==> config.mk <==
export PLATFORM = sky130hd
export DESIGN_NAME = mpc_ctrl
export DESIGN_NICKNAME = d
export VERILOG_FILES = /design/src/design/mpc_pkg.sv /design/src/design/mpc_ctrl.sv
export VERILOG_INCLUDE_DIRS = /design/src /design/src/design
export SDC_FILE = /design/constraint.sdc
export NUM_CORES = 1
export LEC_CHECK = 0
export BUFFER_PORTS_ARGS = -buffer_cell sky130_fd_sc_hd__buf_4
export CORE_AREA = 2 2 39 41
export DETAILED_ROUTE_END_ITERATION = 16
export DIE_AREA = 0 0 41 43
export PLACE_DENSITY = 0.73
export SYNTH_ARGS = -nofsm -noshare
export SYNTH_HDL_FRONTEND = slang
export SYNTH_SLANG_ARGS = --single-unit
==> constraint.sdc <==
create_clock -name clk -period 2.2 [get_ports clk]
set_input_delay 0.33 -clock clk [delete_from_list [all_inputs] [get_ports clk]]
set_output_delay 0.33 -clock clk [all_outputs]
set_load 0.05 [all_outputs]
==> src/design/assert_macros.svh <==
// assertion macros included by the controller rtl
`ifndef ASSERT_MACROS_SVH
`define ASSERT_MACROS_SVH

// property checked on every rising clock edge outside reset
`define ASSERT_CLK(label, prop, msg) \
	label: assert property (@(posedge clk) disable iff (!arst_n) (prop)) else $error(msg);

// implication checked on every rising clock edge outside reset
`define ASSERT_IMPL(label, ante, cons, msg) \
	label: assert property (@(posedge clk) disable iff (!arst_n) (ante) |-> (cons)) else $error(msg);

`endif

==> src/design/mpc_pkg.sv <==
// package with shared types, constants and helper functions of the colorizer
`default_nettype none
package mpc_pkg;
	localparam int SizeW  = 13;
	localparam int CountW = 16;
	localparam int CfgIdxW = 2;
	localparam int CfgDataW = 16;

	// register indexes of the configuration port
	localparam logic [CfgIdxW-1:0] RegWidth  = 2'd0;
	localparam logic [CfgIdxW-1:0] RegHeight = 2'd1;
	localparam logic [CfgIdxW-1:0] RegLimit  = 2'd2;

	localparam logic [SizeW-1:0]  ResetWidth  = 13'd512;
	localparam logic [SizeW-1:0]  ResetHeight = 13'd512;
	localparam logic [CountW-1:0] ResetLimit  = 16'd1536;

	localparam logic [7:0] HuePeriod = 8'd200;
	// floor(v/200) as (v*Recip200)>>RecipShift, exact for v below 2^16
	localparam logic [16:0] Recip200 = 17'd83887;
	localparam int RecipShift = 24;

	// divider select
	localparam logic DivReal = 1'b0;
	localparam logic DivImag = 1'b1;

	typedef struct packed {
		logic load_in;
		logic div_start;
		logic div_sel;
		logic cr_load;
		logic ci_load;
		logic mul;
		logic upd;
		logic col1;
		logic col2;
		logic col3;
		logic out_load;
	} mpc_cmd_t;

	typedef struct packed {
		logic div_done;
		logic degen;
		logic lim_hit;
		logic esc_a;
		logic esc_b;
	} mpc_stat_t;

	// quotient by the hue period through a reciprocal product
	function automatic logic [8:0] div200(input logic [15:0] v);
		logic [32:0] p;
		p = {17'd0, v} * {16'd0, Recip200};
		return p[RecipShift+8:RecipShift];
	endfunction
endpackage
`default_nettype wire

==> src/design/mpc_ctrl.sv <==
// controller state machine sequencing mapping, iteration and colour
`default_nettype none
module mpc_ctrl import mpc_pkg::*; (
	input  wire logic      clk,
	input  wire logic      arst_n,
	input  wire logic      in_valid,
	output logic           in_ready,
	output logic           out_valid,
	input  wire logic      out_ready,
	input  wire mpc_stat_t st,
	output mpc_cmd_t       cmd
);
`include "assert_macros.svh"

	typedef enum logic [3:0] {
		IDLE, DIVR_GO, DIVR_WAIT, DIVI_GO, DIVI_WAIT,
		IT_A, IT_B, COL1, COL2, COL3, FIN
	} state_t;

	state_t state_q;
	logic   out_valid_q;
	logic   in_xfer, out_free;

	assign in_ready  = state_q == IDLE;
	assign in_xfer   = in_valid && in_ready;
	assign out_free  = !out_valid_q || out_ready;
	assign out_valid = out_valid_q;

	// command decode
	always_comb begin
		cmd = '0;
		cmd.load_in = in_xfer;
		unique case (state_q)
			DIVR_GO:   begin cmd.div_start = 1'b1; cmd.div_sel = DivReal; end
			DIVR_WAIT: begin cmd.div_sel = DivReal; cmd.cr_load = st.div_done; end
			DIVI_GO:   begin cmd.div_start = 1'b1; cmd.div_sel = DivImag; end
			DIVI_WAIT: begin cmd.div_sel = DivImag; cmd.ci_load = st.div_done; end
			IT_A:      cmd.mul = !st.lim_hit && !st.esc_a;
			IT_B:      cmd.upd = !st.esc_b;
			COL1:      cmd.col1 = 1'b1;
			COL2:      cmd.col2 = 1'b1;
			COL3:      cmd.col3 = 1'b1;
			FIN:       cmd.out_load = out_free;
			default: ;
		endcase
	end

	// state and result valid
	always_ff @(posedge clk or negedge arst_n) begin
		if (!arst_n) begin
			state_q     <= IDLE;
			out_valid_q <= 1'b0;
		end else begin
			// set when the result register loads, cleared on the output transfer
			priority if (state_q == FIN && out_free) out_valid_q <= 1'b1;
			else if (out_ready) out_valid_q <= 1'b0;
			unique case (state_q)
				IDLE:      if (in_xfer) state_q <= st.degen ? FIN : DIVR_GO;
				DIVR_GO:   state_q <= DIVR_WAIT;
				DIVR_WAIT: if (st.div_done) state_q <= DIVI_GO;
				DIVI_GO:   state_q <= DIVI_WAIT;
				DIVI_WAIT: if (st.div_done) state_q <= IT_A;
				IT_A:      state_q <= (st.lim_hit || st.esc_a) ? COL1 : IT_B;
				IT_B:      state_q <= st.esc_b ? COL1 : IT_A;
				COL1:      state_q <= COL2;
				COL2:      state_q <= COL3;
				COL3:      state_q <= FIN;
				FIN:       if (out_free) state_q <= IDLE;
				default:   state_q <= IDLE;
			endcase
		end
	end

	`ASSERT_IMPL(a_no_overwrite, cmd.out_load, !out_valid_q || out_ready, "result overwritten")
	`ASSERT_CLK(a_one_step, !(cmd.mul && cmd.upd), "multiply and update together")
	`ASSERT_IMPL(a_div_done_wait, st.div_done, state_q == DIVR_WAIT || state_q == DIVI_WAIT, "divider finished unexpectedly")
endmodule
`default_nettype wire

==> run_results.csv, run 1 <==
group,metric,value,unit
status,outcome,"finished, final reports clean",
floorplan,dieArea,1760,um2
timing,worst_slack,233,ps
layout,post-route-util,49.5,%
global_routing,grt_max_degree,13,
critical_path,arrival,1640,ps
layout,fillers,136,
placement,dp_slack,411,ps
global_routing,grt_use_met3,6.28,%
critical_path,worst_setup_path_start_kind,"flop",
floorplan,fp.dieH,43,um
synth,netlist_instances,57,
synth,ys_seq_area_share,27.4,%
worst_hold_path,hold_class,"input port to flop",
synth,syn_nets,66,
detailed_routing,drc,0,
floorplan,ios,22,
synth,yosysUniqueCellTypes,29,
placement,place.gp.congestion,0.744,
timing,fin_setup_tns,0,ps
global_routing,grt_overflow,0,
critical_path,path_class,"flop to primary output",
detailed_routing,ant_nets,0,
layout,post-route-cell-area,684,um2
pwr,power.total,1.17,mW
detailed_routing,vias_per_cell,5.11,
synth,syn_avg_cell_area,8.01,um2
timing,rsz0062_at_grt,"no",
global_routing,antenna_found_initial,0,
layout,fin_cells,96,
synth,syn_area,457,um2
global_routing,grt_use_met2,19.7,%
job,drv_cap,0,
pwr,leakagePower,0.303,nW
critical_path,worstPathMaxFanout,10,
floorplan,start_util,33.0,%
global_routing,grt_pass1_wl,1770,um
timing,finalSetupViolCount,0,
synth,yosysWarnings,0,
timing,fin_skew,7.06,ps
timing,tightest_slew,386,ps
placement,placedCellCount,91,
global_routing,grt_use_total,14.4,%
timing,slew_headroom,74.3,%
floorplan,core,1380,um2
global_routing,grt_util_met1,20.3,%
layout,antenna_cells,0,
global_routing,first_global_vias,419,
timing,fin_crit,1970,ps
timing,min_period_over_period,89.4,%
cts,cts.sinks,5,
synth,ys_ff_latch,5,
cts,clkLatencyLatePin,250,ps
cts,cts_tree,"yes",
layout,nets,90,
cts,clkTransAtPathRegs,50,ps
detailed_routing,wirelength,1100,um
detailed_routing,dr.pass1.iters,4,
timing,finalHoldViolations,0,
detailed_routing,drt-wirelength-per-cell,11.4,um
cts,cts_htree_levels,1,
layout,final_layout_size_suffix_gt1_share,43.8,%
timing,slew_violations,0,
timing,hold_ws,415,ps
floorplan,rows,14,
placement,portBuffers,21,
pwr,power_density,1700,nW/um2
detailed_routing,initialDrtViolationCount,5,
cts,clockBufferDepth,2,
pwr,peakVddDrop,0.684,mV
cts,cts_buffers,3,
detailed_routing,num_vias,491,
placement,dp_hpwl,829,um
timing,max_freq,508,MHz
cts,post_cts_buffers,0,
critical_path,crit_path_end_kind,"primary output",
floorplan,die_x,41,um
layout,syn_to_final_growth,49.9,%
critical_path,cp_data_required_time,1870,ps
cts,root_buffer,"clkbuf_4",
placement,dpl_cell_area,647,um2
global_routing,busiest_layer,"met1",
==> cell usage after synthesis <==
| cell | number | area (um2) |
|---|---|---|
| o21ai_1 | 1 | 5.00 |
| nor3_1 | 1 | 5.00 |
| o2bb2ai_1 | 1 | 8.76 |
| or3b_1 | 1 | 8.76 |
| nor2b_1 | 2 | 12.5 |
| o32ai_1 | 1 | 8.76 |
| o31ai_1 | 1 | 7.51 |
| a21oi_1 | 3 | 15.0 |
| xnor2_1 | 1 | 8.76 |
| or4_4 | 1 | 11.3 |
| and4b_1 | 1 | 10.0 |
| nor2_1 | 7 | 26.3 |
| nand2b_1 | 6 | 37.5 |
| buf_2 | 3 | 15.0 |
| nand3_1 | 1 | 5.00 |
| o22a_1 | 2 | 17.5 |
| clkbuf_1 | 1 | 3.75 |
| nor4_2 | 1 | 12.5 |
| nor4b_1 | 2 | 17.5 |
| dfrtp_1 | 5 | 125 |
| and2_1 | 3 | 18.8 |
| buf_4 | 1 | 7.51 |
| buf_6 | 1 | 11.3 |
| and3_4 | 1 | 11.3 |
| or2_2 | 1 | 6.26 |
| o21ai_0 | 2 | 10.0 |
| a22o_1 | 1 | 8.76 |
| nor4_1 | 1 | 6.26 |
| nand2_1 | 4 | 15.0 |
==> final cells by class <==
type,instances,area [um2],share of cell area (%)
Timing Repair Buffer,25,190,27.8
Sequential cell,5,126,18.5
Tap cell,16,20.0,2.93
Clock buffer,4,26.3,3.84
Multi-Input combinational cell,46,322,47.0
==> worst paths after layout <==
| kind | from | depth (start not counted) | end | slack, ps |
|---|---|---|---|---|
| worst max-delay path | state_q[1]$_DFFE_PN0P_ | 4 | cmd[8] | 230 |
| max in group asynchronous | arst_n | 2 | state_q[3]$_DFFE_PN0P_ | 1660 |
| min in group asynchronous | arst_n | 2 | out_valid$_DFFE_PN0P_ | 420 |
| worst max register to register | state_q[1]$_DFFE_PN0P_ | 4 | state_q[3]$_DFFE_PN0P_ | 600 |
| worst min register to register | out_valid$_DFFE_PN0P_ | 2 | out_valid$_DFFE_PN0P_ | 560 |
| worst min-delay path | out_ready | 3 | out_valid$_DFFE_PN0P_ | 410 |
==> per-layer routing <==
metal,vias up,share of wire [%]
li1,247,-
met1,224,44
met2,17,47
met3,3,7.5
met4,0,0.82
met5,-,0
==> cells in the final DEF, fill, tap and decap left out, drive strengths merged, types with 2 or more instances in the layout <==
master and instances:
buf 24, dfrtp 5, o21ai 3, nand2b 6
nor2 7, nor4b 2, nor4 2, nor2b 2
clkbuf 4, a21oi 3, nand2 4, o22a 2
and2 3
==> flip-flops by register name, summed over array words and instances (netlist names) <==
| register | count |
|---|---|
| state_q | 4 |
| out_valid | 1 |
==> cell families after synthesis <==
kind of cell           synth area share (%)
AO/OA/AOI/OAI                          17.8
XOR/XNOR                               1.92
buffers and inverters                  8.22
flip-flops                             27.4
AND/OR/NAND/NOR                        44.7
==> power breakdown <==
part	internal, mW	leakage [nW]	switching (mW)
registers	0.139	0.0630	0.0888
logic	0.333	0.225	0.496
clock network	0.0688	0.0150	0.0412
==> worst max-delay path: stages (launching register included) <==
cell and delay (ps):
dfrtp_1 570, nand2_1 150, or2_2 310, a21oi_1 140, buf_4 210
==> what timing repair did <==
item | in CTS | in global routing
gates resized for setup | 0 | 1
endpoints found under the hold margin | 5 | 0
hold buffers | 1 | 0
setup endpoints to repair | 0 | 1
No activity file was read; power rests on OpenSTA's default activity.
==> run 2, diff against run 1 <==
PLACE_DENSITY = not set   (was 0.73)
==> run 2 against run 1 <==
Compared with the run above:
- sequential power about the same
- core utilization fell by 0.090 points
- hold slack worse by 2.9 ps
- via count is 3.7% lower
- first-iteration DRC count fell by 20%
- non-clock buffer count stayed put
- design area decreased by 0.18%
- sequential share of layout area decreased by 0.15 points
- critical path type unchanged
- die area unchanged
==> run_results.csv, run 2 (synthesis gave the netlist of run 1 again) <==
group,metric,value,unit
status,outcome,"finished, final reports clean",
cts,clockBufferDepth,2,
detailed_routing,initialDrtViolationCount,4,
placement,dp_hpwl,827,um
pwr,power.total,1.15,mW
critical_path,path_class,"flop to primary output",
placement,place.gp.congestion,0.709,
detailed_routing,ant_nets,0,
timing,fin_skew,3.21,ps
critical_path,reg2regPathDepth,5,
cts,clkTransAtPathRegs,40,ps
layout,layout_common_cells,"buf_4, nor2_1, nand2b_1",
detailed_routing,drt-wirelength-per-cell,10.7,um
detailed_routing,num_vias,473,
critical_path,worst_setup_path_start_kind,"flop",
cts,cts_htree_levels,1,
critical_path,worstPathMaxFanout,11,
timing,tightest_slew,377,ps
critical_path,arrival,1720,ps
detailed_routing,wirelength,1020,um
timing,slew_violations,0,
layout,fillers,134,
pwr,peakVddDrop,0.587,mV
timing,slew_headroom,74.9,%
floorplan,start_util,33.0,%
critical_path,timing.rr.end,"state_q[3]$_DFFE_PN0P_",
cts,cts.sinks,5,
timing,finalHoldViolations,0,
timing,min_period_over_period,93.0,%
critical_path,crit_path_end_kind,"primary output",
critical_path,cp-startpoint,"state_q[3]$_DFFE_PN0P_",
critical_path,r2r-start,"state_q[1]$_DFFE_PN0P_",
cts,cts_buffers,3,
global_routing,first_global_vias,436,
cts,cts_tree,"yes",
detailed_routing,drc,0,
timing,finalSetupViolCount,0,
timing,max_freq,489,MHz
global_routing,grt_overflow,0,
layout,final_common_cell,"buf_4",
timing,fin_setup_tns,0,ps
cts,clkLatencyLatePin,240,ps
floorplan,fp.dieH,43,um
layout,seq_area,125,um2
global_routing,grt_max_degree,13,
floorplan,core,1380,um2
cts,root_buffer,"clkbuf_4",
placement,portBuffers,21,
floorplan,rows,14,
floorplan,ios,22,
global_routing,grt_use_total,14.4,%
layout,multi_input_area,322,um2
detailed_routing,dr.pass1.iters,3,
layout,syn_to_final_growth,49.6,%
floorplan,die_x,41,um
layout,top_register,"state_q",
layout,nets,90,
global_routing,antenna_found_initial,0,
critical_path,cp_data_required_time,1870,ps
critical_path,crit_end,"cmd[0]",
critical_path,rrSetupSlack,460,ps
job,drv_cap,0,
timing,rsz0062_at_grt,"no",
layout,final_layout_size_suffix_gt1_share,42.5,%
layout,antenna_cells,0,
worst_hold_path,hold_class,"input port to flop",
global_routing,grt_pass1_wl,1770,um
layout,largest_register_ff_count,4,
pwr,leakagePower,0.304,nW
detailed_routing,vias_per_cell,4.93,
pwr,power_density,1680,nW/um2
timing,fin_crit,2050,ps
floorplan,dieArea,1760,um2
==> run 2: per-layer routing <==
metal	track usage (%)	vias to the layer above	share of wire, %
li1	-	248	-
met1	20.5	219	46
met2	20.3	6	51
met3	6.28	0	2.6
met4	2.00	0	0
met5	0	-	0
==> run 2: power by group <==
group,leakage (nW),switching (mW),internal [mW]
clock,0.0150,0.0340,0.0683
combinational,0.225,0.488,0.334
sequential,0.0643,0.0875,0.137
==> run 2: worst min path at each step <==
stage                   start                     end  slack [ps]  cells after the start
finish              out_ready   out_valid$_DFFE_PN0P_         410                      3
CTS                 out_ready   out_valid$_DFFE_PN0P_         410                      3
global route           arst_n  state_q[1]$_DFFE_PN0P_         430                      2
floorplan              arst_n   out_valid$_DFFE_PN0P_          30                      0
global placement       arst_n  state_q[1]$_DFFE_PN0P_         130                      1
detailed placement     arst_n  state_q[1]$_DFFE_PN0P_         130                      1
==> run 2: worst max-delay path, cell delays in order (launching register included) <==
cell	delay, ps
dfrtp_1	550
nand2b_1	170
or3b_1	430
nor2b_1	130
buf_4	200
==> run 2: layout make-up <==
cell class	instances	share of cell area, %
Timing Repair Buffer	25	27.8
Tap cell	16	2.93
Clock buffer	4	3.85
Sequential cell	5	18.3
Multi-Input combinational cell	46	47.1
==> run 2: stage by stage <==
step	instances	hold WS (ps)	instance area (um2)	util (%)	setup WS (ps)
after floorplan	57	34.4	484	-	68.6
after global placement	91	134	647	46.7	416
after detailed placement	91	133	647	46.7	394
after CTS	96	409	683	49.4	135
after global routing	96	429	683	49.4	31.6
final	96	412	683	49.4	155
==> run 2: timing repair <==
| action | 4_1_cts | 5_1_grt |
|---|---|---|
| hold buffers | 1 | 0 |
| endpoints found under the setup margin | 0 | 0 |
| endpoints found under the hold margin | 5 | 0 |
| setup buffers | 0 | 0 |
| gates resized for setup | 0 | 0 |
